### src/design/sfr_pkg.sv
// Package for the stuffed frame receiver: line codes, result kinds, parser
// states and the result record shared by the parser, output stage and top.
// No dependencies.
`default_nettype none

package sfr_pkg;

  // Field widths
  localparam int unsigned BYTE_W  = 8;
  localparam int unsigned LIMIT_W = 11;
  localparam int unsigned LEN_W   = 10;
  localparam int unsigned KIND_W  = 3;

  // Default storage limit and the reset value of the frame limit register
  localparam int unsigned           MAX_FRAME_BYTES_DEF = 1024;
  localparam logic [LIMIT_W-1:0]    FRAME_LIMIT_RST     = 11'd1024;

  // Line codes
  localparam logic [BYTE_W-1:0] FLAG_BYTE = 8'h7E;
  localparam logic [BYTE_W-1:0] ADDR_CMD  = 8'h03;
  localparam logic [BYTE_W-1:0] ESC_BYTE  = 8'h7D;
  localparam logic [BYTE_W-1:0] ESC_MASK  = 8'h20;
  localparam logic [BYTE_W-1:0] CTRL_SEQ0 = 8'h00;
  localparam logic [BYTE_W-1:0] CTRL_SEQ1 = 8'h40;
  localparam logic [BYTE_W-1:0] CTRL_DISC = 8'h0B;

  // Reply control bytes
  localparam logic [BYTE_W-1:0] RR_SEQ0  = 8'h05;
  localparam logic [BYTE_W-1:0] RR_SEQ1  = 8'h85;
  localparam logic [BYTE_W-1:0] REJ_SEQ0 = 8'h01;
  localparam logic [BYTE_W-1:0] REJ_SEQ1 = 8'h81;

  // Result kinds
  typedef enum logic [KIND_W-1:0] {
    KIND_PAYLOAD = 3'd0,
    KIND_ACCEPT  = 3'd1,
    KIND_REJECT  = 3'd2,
    KIND_TOOLONG = 3'd3,
    KIND_DISC    = 3'd4
  } kind_t;

  // Parser states, one-hot
  typedef enum logic [5:0] {
    ST_HUNT = 6'b000001,
    ST_FLAG = 6'b000010,
    ST_ADDR = 6'b000100,
    ST_CTRL = 6'b001000,
    ST_DATA = 6'b010000,
    ST_ESC  = 6'b100000
  } parse_state_t;

  // One result item plus its valid flag
  typedef struct packed {
    logic              vld;
    kind_t             kind;
    logic [BYTE_W-1:0] payload;
    logic [LEN_W-1:0]  len;
    logic [BYTE_W-1:0] ctl;
  } result_t;

endpackage

`default_nettype wire

### src/design/sfr_parser.sv
// Frame parser: holds the frame state and works out, for one line byte, the
// next state and the result item it causes. Depends on sfr_pkg.
`default_nettype none

module sfr_parser #(
  parameter int unsigned MAX_FRAME_BYTES = sfr_pkg::MAX_FRAME_BYTES_DEF
) (
  input  wire logic                         clk,
  input  wire logic                         rst_n,
  input  wire logic                         step,
  input  wire logic [sfr_pkg::BYTE_W-1:0]   line_byte,
  input  wire logic [sfr_pkg::LIMIT_W-1:0]  frame_limit,
  output sfr_pkg::result_t                  res
);

  localparam int unsigned CNT_W = $clog2(MAX_FRAME_BYTES + 1);
  localparam int unsigned CMP_W = (CNT_W > sfr_pkg::LIMIT_W) ? CNT_W : sfr_pkg::LIMIT_W;

  sfr_pkg::parse_state_t state_r, state_nxt;
  logic                       seq_bit_r, seq_bit_nxt;
  logic                       exp_seq_r, exp_seq_nxt;
  logic [sfr_pkg::BYTE_W-1:0] held_r, held_nxt;
  logic [sfr_pkg::BYTE_W-1:0] xor_r, xor_nxt;
  logic [CNT_W-1:0]           count_r, count_nxt;

  logic                       do_store;
  logic [sfr_pkg::BYTE_W-1:0] store_val;
  logic [CMP_W-1:0]           lim_cfg;
  logic [CMP_W-1:0]           lim_max;
  logic [CMP_W-1:0]           lim_eff;
  logic                       over_limit;

  // Effective limit: smaller of the register and the storage bound
  assign lim_cfg    = CMP_W'(frame_limit);
  assign lim_max    = CMP_W'(MAX_FRAME_BYTES);
  assign lim_eff    = (lim_cfg > lim_max) ? lim_max : lim_cfg;
  assign over_limit = (CMP_W'(count_r) >= lim_eff);

  // Next state and result for one byte
  always_comb begin
    state_nxt   = state_r;
    seq_bit_nxt = seq_bit_r;
    exp_seq_nxt = exp_seq_r;
    held_nxt    = held_r;
    xor_nxt     = xor_r;
    count_nxt   = count_r;
    res         = '0;
    do_store    = 1'b0;
    store_val   = line_byte;

    if (step) begin
      unique case (state_r)
        sfr_pkg::ST_HUNT: begin
          if (line_byte == sfr_pkg::FLAG_BYTE) state_nxt = sfr_pkg::ST_FLAG;
        end
        sfr_pkg::ST_FLAG: begin
          // repeated flags keep waiting for the address
          if (line_byte == sfr_pkg::ADDR_CMD) begin
            state_nxt = sfr_pkg::ST_ADDR;
          end else if (line_byte != sfr_pkg::FLAG_BYTE) begin
            state_nxt = sfr_pkg::ST_HUNT;
          end
        end
        sfr_pkg::ST_ADDR: begin
          if (line_byte == sfr_pkg::CTRL_SEQ0 || line_byte == sfr_pkg::CTRL_SEQ1) begin
            seq_bit_nxt = line_byte[6];
            state_nxt   = sfr_pkg::ST_CTRL;
          end else begin
            state_nxt = sfr_pkg::ST_HUNT;
            if (line_byte == sfr_pkg::CTRL_DISC) begin
              res.vld  = 1'b1;
              res.kind = sfr_pkg::KIND_DISC;
            end
          end
        end
        sfr_pkg::ST_CTRL: begin
          // header check is address XOR control
          if (line_byte == (sfr_pkg::ADDR_CMD ^
                            (seq_bit_r ? sfr_pkg::CTRL_SEQ1 : sfr_pkg::CTRL_SEQ0))) begin
            state_nxt = sfr_pkg::ST_DATA;
            count_nxt = '0;
            xor_nxt   = '0;
          end else begin
            state_nxt = sfr_pkg::ST_HUNT;
          end
        end
        sfr_pkg::ST_DATA: begin
          if (line_byte == sfr_pkg::ESC_BYTE) begin
            state_nxt = sfr_pkg::ST_ESC;
          end else if (line_byte == sfr_pkg::FLAG_BYTE) begin
            // closing flag: held byte is BCC2
            state_nxt = sfr_pkg::ST_HUNT;
            count_nxt = '0;
            if (count_r != '0) begin
              res.vld = 1'b1;
              if (xor_r == held_r) begin
                exp_seq_nxt = ~seq_bit_r;
                res.kind    = sfr_pkg::KIND_ACCEPT;
                res.len     = sfr_pkg::LEN_W'(CNT_W'(count_r - CNT_W'(1)));
                res.ctl     = seq_bit_r ? sfr_pkg::RR_SEQ0 : sfr_pkg::RR_SEQ1;
              end else begin
                res.kind = sfr_pkg::KIND_REJECT;
                res.ctl  = exp_seq_r ? sfr_pkg::REJ_SEQ1 : sfr_pkg::REJ_SEQ0;
              end
            end
          end else begin
            do_store = 1'b1;
          end
        end
        sfr_pkg::ST_ESC: begin
          do_store  = 1'b1;
          store_val = line_byte ^ sfr_pkg::ESC_MASK;
        end
        default: begin
          state_nxt = sfr_pkg::ST_HUNT;
        end
      endcase

      // Store one destuffed byte, releasing the one held before it, or end the frame as too long
      if (do_store) begin
        if (over_limit) begin
          state_nxt = sfr_pkg::ST_HUNT;
          count_nxt = '0;
          res.vld   = 1'b1;
          res.kind  = sfr_pkg::KIND_TOOLONG;
        end else begin
          state_nxt = sfr_pkg::ST_DATA;
          count_nxt = count_r + CNT_W'(1);
          held_nxt  = store_val;
          if (count_r != '0) begin
            xor_nxt     = xor_r ^ held_r;
            res.vld     = 1'b1;
            res.kind    = sfr_pkg::KIND_PAYLOAD;
            res.payload = held_r;
          end
        end
      end
    end
  end

  // Frame state registers
  always_ff @(posedge clk) begin
    if (!rst_n) begin
      state_r   <= sfr_pkg::ST_HUNT;
      seq_bit_r <= 1'b0;
      exp_seq_r <= 1'b0;
      held_r    <= '0;
      xor_r     <= '0;
      count_r   <= '0;
    end else begin
      state_r   <= state_nxt;
      seq_bit_r <= seq_bit_nxt;
      exp_seq_r <= exp_seq_nxt;
      held_r    <= held_nxt;
      xor_r     <= xor_nxt;
      count_r   <= count_nxt;
    end
  end

endmodule

`default_nettype wire

### src/design/sfr_out_stage.sv
// Result register: captures a result item from the parser and holds it
// until the receiver takes it. Depends on sfr_pkg.
`default_nettype none

module sfr_out_stage (
  input  wire logic             clk,
  input  wire logic             rst_n,
  input  wire logic             load,
  input  wire sfr_pkg::result_t res,
  input  wire logic             out_ready,
  output logic                  out_valid,
  output logic                  free,
  output sfr_pkg::result_t      held
);

  logic             valid_r, valid_nxt;
  sfr_pkg::result_t data_r;

  // Room for a new item when empty or being taken this cycle
  assign free = !valid_r || out_ready;

  always_comb begin
    valid_nxt = valid_r;
    if (load && res.vld) begin
      valid_nxt = 1'b1;
    end else if (out_ready) begin
      valid_nxt = 1'b0;
    end
  end

  always_ff @(posedge clk) begin
    if (!rst_n) begin
      valid_r <= 1'b0;
    end else begin
      valid_r <= valid_nxt;
    end
  end

  // Payload needs no reset
  always_ff @(posedge clk) begin
    if (load && res.vld) begin
      data_r <= res;
    end
  end

  assign out_valid = valid_r;
  assign held      = data_r;

endmodule

`default_nettype wire

### src/design/stuffed_frame_receiver_core.sv
// Byte-stuffed stop-and-wait frame receiver, top level.
// Depends on sfr_pkg, sfr_parser and sfr_out_stage.
//
// Usage:
//   Input channel in_valid/in_ready carries one raw line byte per item.
//   Result channel out_valid/out_ready carries zero or one result per input
//   item: a destuffed payload byte (sent one byte late, so BCC2 never leaves),
//   or a verdict at the closing flag (accepted with length and RR control,
//   rejected with REJ control), too long, or disconnect.
//   cfg_wr_en/cfg_wr_data write the frame limit; write it
//   only while no item is in flight.
// Timing:
//   An accepted byte is held in the input register and is parsed as it
//   moves to the result register; out_valid rises when that register
//   loads. One item per cycle is sustained while out_ready stays high;
//   the parser state update is the feedback loop that sets this.
// Reset (rst_n low, synchronous): parser hunts for the opening flag, both
//   sequence bits clear, frame limit 1024, both registers empty.
// Stall: when out_ready is low with a result waiting, the input register
//   holds one more byte and in_ready then drops until the result is taken.
`default_nettype none

module stuffed_frame_receiver_core #(
  parameter int unsigned MAX_FRAME_BYTES = sfr_pkg::MAX_FRAME_BYTES_DEF
) (
  input  wire logic                         clk,
  input  wire logic                         rst_n,
  input  wire logic                         in_valid,
  output logic                              in_ready,
  input  wire logic [sfr_pkg::BYTE_W-1:0]   in_line_byte,
  output logic                              out_valid,
  input  wire logic                         out_ready,
  output logic [sfr_pkg::KIND_W-1:0]        out_kind,
  output logic [sfr_pkg::BYTE_W-1:0]        out_payload_byte,
  output logic [sfr_pkg::LEN_W-1:0]         out_packet_length,
  output logic [sfr_pkg::BYTE_W-1:0]        out_reply_control,
  input  wire logic                         cfg_wr_en,
  input  wire logic [sfr_pkg::LIMIT_W-1:0]  cfg_wr_data
);

  logic                        in_vld_r, in_vld_nxt;
  logic [sfr_pkg::BYTE_W-1:0]  in_byte_r;
  logic [sfr_pkg::LIMIT_W-1:0] limit_r;
  logic                        out_free;
  logic                        advance;
  sfr_pkg::result_t            res;
  sfr_pkg::result_t            held;

  // Item moves from input register into the parser and result register
  assign advance  = in_vld_r && out_free;
  assign in_ready = !in_vld_r || advance;

  // Input register
  always_comb begin
    in_vld_nxt = in_vld_r;
    if (in_valid && in_ready) begin
      in_vld_nxt = 1'b1;
    end else if (advance) begin
      in_vld_nxt = 1'b0;
    end
  end

  always_ff @(posedge clk) begin
    if (!rst_n) begin
      in_vld_r <= 1'b0;
    end else begin
      in_vld_r <= in_vld_nxt;
    end
  end

  always_ff @(posedge clk) begin
    if (in_valid && in_ready) begin
      in_byte_r <= in_line_byte;
    end
  end

  // Frame limit register
  always_ff @(posedge clk) begin
    if (!rst_n) begin
      limit_r <= sfr_pkg::FRAME_LIMIT_RST;
    end else if (cfg_wr_en) begin
      limit_r <= cfg_wr_data;
    end
  end

  sfr_parser #(
    .MAX_FRAME_BYTES (MAX_FRAME_BYTES)
  ) u_parser (
    .clk         (clk),
    .rst_n       (rst_n),
    .step        (advance),
    .line_byte   (in_byte_r),
    .frame_limit (limit_r),
    .res         (res)
  );

  sfr_out_stage u_out (
    .clk       (clk),
    .rst_n     (rst_n),
    .load      (advance),
    .res       (res),
    .out_ready (out_ready),
    .out_valid (out_valid),
    .free      (out_free),
    .held      (held)
  );

  assign out_kind          = held.kind;
  assign out_payload_byte  = held.payload;
  assign out_packet_length = held.len;
  assign out_reply_control = held.ctl;

`ifndef SYNTHESIS
  // Full input register behind a stalled result must block new items
  a_stall_blocks: assert property (@(posedge clk) disable iff (!rst_n)
    (in_vld_r && out_valid && !out_ready) |-> !in_ready)
    else $error("item taken while both stages are full");

  // A payload item carries no length and no reply control
  a_payload_clean: assert property (@(posedge clk) disable iff (!rst_n)
    (out_valid && out_kind == sfr_pkg::KIND_PAYLOAD) |->
      (out_packet_length == '0 && out_reply_control == '0))
    else $error("payload item with verdict fields set");

  // An accepted frame answers with RR
  a_accept_rr: assert property (@(posedge clk) disable iff (!rst_n)
    (out_valid && out_kind == sfr_pkg::KIND_ACCEPT) |->
      (out_reply_control == sfr_pkg::RR_SEQ0 || out_reply_control == sfr_pkg::RR_SEQ1))
    else $error("accept without RR control");

  // A rejected frame answers with REJ and no length
  a_reject_rej: assert property (@(posedge clk) disable iff (!rst_n)
    (out_valid && out_kind == sfr_pkg::KIND_REJECT) |->
      (out_packet_length == '0 && (out_reply_control == sfr_pkg::REJ_SEQ0 ||
                                   out_reply_control == sfr_pkg::REJ_SEQ1)))
    else $error("reject without REJ control");
`endif

endmodule

`default_nettype wire

### config.mk
export PLATFORM = sky130hd
export DESIGN_NAME = stuffed_frame_receiver_core
export DESIGN_NICKNAME = d
export VERILOG_FILES = /design/src/design/sfr_pkg.sv /design/src/design/sfr_parser.sv /design/src/design/sfr_out_stage.sv /design/src/design/stuffed_frame_receiver_core.sv
export SDC_FILE = /design/constraint.sdc
export NUM_CORES = 1
export LEC_CHECK = 0
export BUFFER_PORTS_ARGS = -buffer_cell sky130_fd_sc_hd__buf_2
export CAP_MARGIN = 10
export CORE_MARGIN = 2
export CORE_UTILIZATION = 40
export DETAILED_ROUTE_END_ITERATION = 6
export PLACE_DENSITY = 0.7
export SYNTH_ARGS = -nofsm -noshare
export SYNTH_HDL_FRONTEND = slang
export SYNTH_SLANG_ARGS = --single-unit
export TNS_END_PERCENT = 1
### constraint.sdc
create_clock -name clk -period 7.75 [get_ports clk]
set_input_delay 0.775 -clock clk [delete_from_list [all_inputs] [get_ports clk]]
set_output_delay 0.775 -clock clk [all_outputs]
set_load 0.005 [all_outputs]
==> results.cfg, run 1 <==
[route]
drt_iter0_markers = 206
routed_wl_um = 8530
ant_nets = 0
num_vias = 3134
dr.pass1.iters = 4
drc = 0
vias_per_cell = 5.17
wl_per_cell_um = 14.1

[critical_path]
critPathMostFrequentCell = nand2_1
max_stage_delay_ns = 0.88
cp-start-kind = flop
critPathBufInv = 1
worstPathRequired_ns = 7.74
end_kind = flop
crit_type = flop to flop
crit_cells = 9
cp.arrival_ns = 3.11
critPathMaxFanout = 24
crit_path_cell_trace = inv_1 -> nand2_1 -> ha_1 -> nand2_1 -> o21ai_0 -> a41oi_2 -> o211ai_1 -> a21boi_0 -> nor2_2
r2r_cells = 9
crit_family = simple AND/OR/NAND/NOR gates
slowest_stage = nor2_2

[timing]
finalMaxSlewViolations = 0
setup-violations-final = 0
clock_skew_ns = 0.00944
clock.fmax_mhz = 321
fin_crit_sh_pct = 40.2
min_period_ns = 3.11
rsz0062_at_grt = no
hold_viol = 0
timing.final.ws_setup_ns = 4.64
tns_ns = 0
max_slew_margin_pct = 19.1
tightest_slew_ns = 1.21

[placed_design]
portBuffers = 49
gp_congestion = 0.930
dpl.cell_count = 590
post-dp-hpwl_um = 6190
dp_slack_ns = 4.60

[grt]
grt_max_degree = 31
grt_pass1_wl_um = 14300
globalRouteOverflowTotal = 0
grt_usage_pct = 16.0
antenna_found_initial = 0
grt_pass1_vias = 2990

[clocking]
cts_hold_buf = 0
clock_latency_ns = 0.37
clockBufferDepth = 2
cts_sinks = 80
cts_made_buffers = 9
cts_resized = 0
cts_tree = built
cts_htree_levels = 3
cts_root_buffer = clkbuf_8
cts_setup_buffers = 0
path_clk_slew_ns = 0.08

[yosys]
synth_edf_count = 32
synth_seq_cells = 80
syn-instance-count = 425
yosys_warnings = 0
synth_area_leaders = dfxtp_1 23%, edfxtp_1 23%, nor2_1 5.1%
async_flop_share_pct = 0
syn_avg_cell_area_um2 = 9.72
ys_types = 59
syn_area_um2 = 4130
synth_ff_type = dfxtp_1
seq_area_frac_synth_pct = 46.5
synth_top_area_cell = dfxtp_1
post-synth-top-area-fraction_pct = 23.3

[finish]
drive_above_1_share_pct = 18.9
diodes = 0
syn_to_final_growth_pct = 13.4
fin_util_pct = 46.0
final_cells = 606
num-nets-final = 503

[floorplan]
start_util_pct = 40.6
fp.dieW_um = 106
num_io_pins = 55
die_area_um2 = 11200
rows = 37
coreArea_um2 = 10200
die_h_um = 106

[status]
outcome = finished clean

[worst_hold_path]
min_path_type = flop to flop
holdPathStages = 2

[power_and_ir_drop]
total_power_w = 0.000844
ir_drop_v = 0.0000607
p_leak_nw = 1.94
power.density_nw_per_um2 = 180

[job]
max_cap_violations = 0
[cell usage after synthesis, types with 3 or more instances]
cell	count
xnor2_1	17
and2_1	5
nand4_1	6
or4_1	5
nor4_1	7
o31ai_1	8
edfxtp_1	32
o211ai_1	4
nor3_1	8
nor4_2	6
nand4b_1	3
buf_2	7
buf_4	5
xor2_1	11
mux2i_1	12
nand2_1	40
nor3b_1	7
nand3_1	18
o21ai_0	12
dfxtp_1	48
a21oi_1	14
nor2_1	56
a21o_1	3
mux2_2	5
inv_1	15
nor2b_1	6
ha_1	14
clkbuf_1	11
[layer usage]
layer  vias to the layer above  GRT usage [%]  wire (um)
li1                       1593              -          -
met1                      1461           21.3       4120
met2                        66           25.0       3870
met3                        14           3.40        359
met4                         0           7.33        176
met5                         -              0          0
[power breakdown]
group	internal (W)	switching, W
Combinational	0.0000153	0.0000237
Clock	0.000200	0.000154
Sequential	0.000442	0.00000851
Total	0.000657	0.000186
[final cells by class]
class                   instances  area (um2)
inverters                      15        56.3
repair buffers                 51         260
clock buffers                  12         155
well taps                     136         170
clock inverters                 4        76.3
multi-input cells             308        2040
flip-flops and latches         80        1920
fillers                       980        5500
[path summary, 6_finish.rpt]
| path | startpoint | endpoint | slack, ns |
|---|---|---|---|
| setup reg to reg | limit_r[10] | u_out.held[17] | 4.64 |
| setup / recovery | limit_r[10] | u_out.held[17] | 4.64 |
| hold reg to reg | u_parser.exp_seq_r | u_parser.exp_seq_r | 0.46 |
| hold / removal | u_parser.exp_seq_r | u_parser.exp_seq_r | 0.46 |
[tightest hold or removal path, delay by kind of cell (launching register included)]
kind	cells	cell delay [ns]
AO/OA/AOI/OAI	1	0.05
AND/OR/NAND/NOR	1	0.05
flip-flops	1	0.32
[per-stage QoR]
stage	hold slack, ns	area, um2
2_1_floorplan	0.432	4150
3_3_place_gp	0.439	4450
3_5_place_dp	0.444	4450
4_1_cts	0.455	4680
5_1_grt	0.474	4680
6_report	0.461	4680
[registers in the layout (all words and copies together), names as in the netlist]
signal,count
in_byte_r,8
in_vld_r,1
limit_r,11
u_out.held,24
u_out.out_valid,1
u_parser.count_r,11
u_parser.exp_seq_r,1
u_parser.held_r,8
u_parser.seq_bit_r,1
u_parser.state_r,6
u_parser.xor_r,8
[cells by family after synthesis]
group                    count (synthesis)  share of synthesized area, %
XOR/XNOR                                28                          5.94
AO/OA/AOI/OAI                           57                          9.39
buffers and inverters                   41                          4.57
multiplexers                            17                          4.27
flip-flops                              80                          46.5
adder cells (fa/ha/maj)                 14                          4.24
other                                    1                        0.0908
AND/OR/NAND/NOR                        187                          25.0
[placed cells by master, fill, tap and decap left out, drive strengths merged, types with 5 or more instances in the layout]
cell	Yosys	layout
a21oi	14	14
and2	5	5
buf	15	51
clkbuf	11	12
conb	1	5
dfxtp	48	48
edfxtp	32	32
ha	14	14
inv	15	15
mux2	5	5
mux2i	12	12
nand2	40	40
nand3	18	18
nand4	6	6
nor2	56	56
nor2b	6	6
nor3	8	8
nor3b	7	7
nor4	15	15
o21ai	13	13
o31ai	8	8
or4	7	7
xnor2	17	17
xor2	11	11
No activity file was read; power rests on OpenSTA's default activity.
==> run 2, diff against run 1 <==
clock period = 3.1 ns   (was 7.75 ns; I/O delays follow)
==> run 2 against run 1 <==
Effect of this change: largest power group unchanged; die area unchanged; global-route usage fell by 0.38 points; clock power grew 150%; worst setup slack got worse by 4.4 ns; core utilization grew 1.4 points; routed wire length fell by 0.88%; maximum frequency is 8.3% higher; flip-flop and latch count is the same; critical path depth is 2 higher.
==> results.cfg, run 2 (synthesis gave the netlist of run 1 again) <==
[route]
vias_per_cell = 5.15
num_vias = 3215
routed_wl_um = 8460
dr.pass1.iters = 4
drc = 0
ant_nets = 0
drt_iter0_markers = 150
wl_per_cell_um = 13.5

[critical_path]
cp-start-kind = flop
critPathMaxFanout = 10
crit_type = flop to flop
worstPathRequired_ns = 3.39
end_kind = flop
cp.arrival_ns = 3.17

[timing]
hold_viol = 0
tightest_slew_ns = 1.06
whs_ns = 0.134
max_slew_margin_pct = 29.2
clock.fmax_mhz = 348
finalMaxSlewViolations = 0
tns_ns = 0
min_period_ns = 2.88
rsz0062_at_grt = no
clock_skew_ns = 0.0181
fin_crit_sh_pct = 92.8
setup-violations-final = 0

[finish]
multi_input_area_um2 = 2050
seq_area_um2 = 1920
layout_commonest_cell = nor2_1
diodes = 0
syn_to_final_growth_pct = 16.7
num-nets-final = 521
most-common-layout-cells = 55 x nor2_1, 49 x buf_2, 48 x dfxtp_1, 40 x nand2_1, 32 x edfxtp_1
drive_above_1_share_pct = 22.1
stdcell_area_um2 = 4820
final_cells = 624
fillers = 998
largest_reg_flops = 24

[power_and_ir_drop]
p_leak_nw = 2.04
total_power_w = 0.00210
power.density_nw_per_um2 = 437
ir_drop_v = 0.000214

[floorplan]
fp.dieW_um = 106
coreArea_um2 = 10200
die_h_um = 106
die_area_um2 = 11200
num_io_pins = 55
rows = 37
start_util_pct = 40.6

[grt]
grt_usage_pct = 15.6
grt_pass1_vias = 2975
grt_max_degree = 25
globalRouteOverflowTotal = 0
grt_pass1_wl_um = 14100
antenna_found_initial = 0

[clocking]
cts_tree = built
path_clk_slew_ns = 0.09
cts_htree_levels = 3
cts_sinks = 80
cts_setup_buffers = 0
cts_hold_buf = 0
clockBufferDepth = 2
clock_latency_ns = 0.36
cts_root_buffer = clkbuf_8
cts_made_buffers = 9
cts_resized = 0

[placed_design]
dpl.cell_count = 608
portBuffers = 49
gp_congestion = 0.876
post-dp-hpwl_um = 6320
placed_area_um2 = 4590

[status]
outcome = finished clean

[worst_hold_path]
min_path_type = primary input to flop

[job]
max_cap_violations = 0
[run 2: cell count changes in the layout (fill, tap and decap cells not counted), sizes merged]
cell      change
buf          +18
clkbuf        -2
clkinv        +2
clkinvlp      -1
inv           +1
[run 2: layer usage]
| metal | up-vias | track usage [%] | wire [um] |
|---|---|---|---|
| li1 | 1628 | - | - |
| met1 | 1500 | 20.5 | 4100 |
| met2 | 74 | 25.4 | 3820 |
| met3 | 13 | 2.78 | 380 |
| met4 | 0 | 6.39 | 148 |
| met5 | - | 0 | 0 |
[run 2: critical path, stage by stage, from the launching register on]
cell and delay (ns):
dfxtp_1 0.32, inv_1 0.16, nand2_1 0.08, ha_1 0.32
a21o_1 0.18, a221o_1 0.32, a41oi_2 0.21, buf_4 0.16
o211ai_1 0.25, buf_4 0.27, or4_1 0.40, a21oi_1 0.15
[run 2: path summary, 6_finish.rpt]
kind,startpoint,endpoint,slack (ns),cells after the start
setup / recovery,limit_r[10],u_parser.xor_r[7],0.22,11
hold / removal,in_line_byte[0],in_byte_r[0],0.13,1
setup reg to reg,limit_r[10],u_parser.xor_r[7],0.22,11
hold reg to reg,u_parser.exp_seq_r,u_parser.exp_seq_r,0.46,2
[run 2: power by group]
group          leakage (nW)  switching (W)  total [W]  internal [W]
clock network         0.117       0.000396   0.000876      0.000480
logic                  1.18      0.0000598   0.000102     0.0000422
registers             0.742      0.0000205    0.00113       0.00111
total                  2.04       0.000477    0.00210       0.00163
[run 2: area by class of cell]
class                   count  area share, %
well taps                 136           3.53
inverters                  15           1.17
flip-flops and latches     80           39.9
clock inverters             6           1.89
clock buffers              10           2.85
repair buffers             69           8.20
multi-input cells         308           42.5
[run 2: metrics by stage]
| step | util, % | setup slack, ns |
|---|---|---|
| 6_report | 47.3 | 0.225 |
| 3_5_place_dp | 45.0 | 0.152 |
| 3_3_place_gp | 45.0 | 0.238 |
| 5_1_grt | 47.3 | 0.0684 |
| 4_1_cts | 47.3 | 0.137 |
| 2_1_floorplan | - | 0.372 |
==> run 3, diff against run 2 <==
PLACE_DENSITY = 0.59   (was 0.7)
==> run 3 against run 2 <==
Effect of this change: routed wire length up 3.3%; via count down 1.2%; power is 8.3% higher; final area increased by 0.57%; combinational power barely moved; global-route usage is 0.63 points higher; die area stayed put; worst setup slack lost 0.035 ns; core utilization increased by 0.27 points; clock skew shrank 0.0054 ns.
==> results.cfg, run 3 (synthesis gave the netlist of run 1 again) <==
[power_and_ir_drop]
p_leak_nw = 2.05
power.density_nw_per_um2 = 470
ir_drop_v = 0.000237

[floorplan]
fp.dieW_um = 106
num_io_pins = 55
die_area_um2 = 11200
coreArea_um2 = 10200
start_util_pct = 40.6
die_h_um = 106
rows = 37

[grt]
globalRouteOverflowTotal = 0
grt_pass1_wl_um = 14400
antenna_found_initial = 0
grt_usage_pct = 16.2
grt_pass1_vias = 2924
grt_max_degree = 26

[clocking]
clockBufferDepth = 2
cts_sinks = 80
cts_root_buffer = clkbuf_8
cts_htree_levels = 3
cts_tree = built
path_clk_slew_ns = 0.08
cts_made_buffers = 9
clock_latency_ns = 0.37
cts_setup_buffers = 0

[placed_design]
gp_congestion = 0.854
portBuffers = 49
placed_area_um2 = 4560
post-dp-hpwl_um = 6420

[critical_path]
critPathMaxFanout = 25
max_stage_delay_ns = 0.40
worstPathRequired_ns = 3.40
slowest_stage = or4_1
crit_path_start = limit_r[10]
crit_path_cell_trace = inv_1 -> nand2_1 -> ha_1 -> and3_1 -> a221o_1 -> a41oi_2 -> buf_4 -> o211ai_1 -> buf_6 -> or4_1 -> a21oi_1
worstReg2RegStart = limit_r[10]
cp.arrival_ns = 3.21
crit_type = flop to flop
end_kind = flop
cp-start-kind = flop

[timing]
hold_viol = 0
tns_ns = 0
finalMaxSlewViolations = 0
clock.fmax_mhz = 344
fin_crit_sh_pct = 93.9
clock_skew_ns = 0.0127
tightest_slew_ns = 1.10
rsz0062_at_grt = no
max_slew_margin_pct = 26.3
setup-violations-final = 0
min_period_ns = 2.91

[route]
vias_per_cell = 5.11
ant_nets = 0
dr.pass1.iters = 4
num_vias = 3176
drc = 0
wl_per_cell_um = 14.1
routed_wl_um = 8740
drt_iter0_markers = 169

[finish]
most-common-layout-cells = 55 x nor2_1, 49 x buf_2, 48 x dfxtp_1, 40 x nand2_1, 32 x edfxtp_1
syn_to_final_growth_pct = 17.4
largest_reg_flops = 24
layout_commonest_cell = nor2_1
stdcell_area_um2 = 4850
num-nets-final = 518
drive_above_1_share_pct = 21.6
diodes = 0

[job]
max_cap_violations = 0

[worst_hold_path]
worstHoldStart = in_line_byte[7]
min_path_type = primary input to flop

[status]
outcome = finished clean
run 3: final cells by class:
type                            instances  area [um2]
Inverter                               15        56.3
Clock inverter                          6         138
Multi-Input combinational cell        308        2050
Sequential cell                        80        1920
Fill cell                            1017        5340
Timing Repair Buffer                   66         377
Clock buffer                           10         138
Tap cell                              136         170
run 3: worst paths after layout:
check	end	depth (start not counted)	slack [ns]
max	u_parser.xor_r[3]	11	0.19
min	in_byte_r[7]	1	0.11
max reg2reg	u_parser.xor_r[3]	11	0.19
min reg2reg	u_parser.exp_seq_r	2	0.47
run 3: routing by layer:
| layer | up-vias | track usage, % | wire (um) |
|---|---|---|---|
| met5 | - | 0 | 0 |
| met3 | 10 | 3.53 | 345 |
| li1 | 1611 | - | - |
| met2 | 60 | 24.5 | 3840 |
| met4 | 0 | 6.48 | 126 |
| met1 | 1495 | 22.7 | 4420 |
run 3: report_power, final:
part,total (W),internal [W],switching (W)
clock,0.00105,0.000644,0.000406
combinational,0.000103,0.0000422,0.0000609
sequential,0.00113,0.00111,0.0000204
total,0.00228,0.00179,0.000487
run 3: what timing repair did:
action	CTS	global route
resized for setup	0	2
hold buffers	0	0
endpoints found under the setup margin	0	27
run 3: critical path: cells and delay by family (launching register included):
kind,cells,cell delay (ns)
buf+inv,3,0.62
fa+ha+maj,1,0.30
flops,1,0.32
simple gates,3,0.69
compound gates,4,0.91
run 3: metrics by stage:
stage / worst slack (ns) / hold WS [ns] / util [%] / total power, W / instances
finish: 0.189 / 0.112 / 47.6 / 0.00228 / 621
global route: 0.00442 / 0.0922 / 47.6 / 0.00235 / 621
CTS: 0.0791 / 0.0929 / 47.5 / 0.00230 / 621
detailed placement: 0.0973 / 0.449 / 44.8 / 0.00125 / 605
global placement: 0.215 / 0.447 / 44.8 / 0.00125 / 605
floorplan: 0.372 / 0.409 / - / 0.00122 / 429
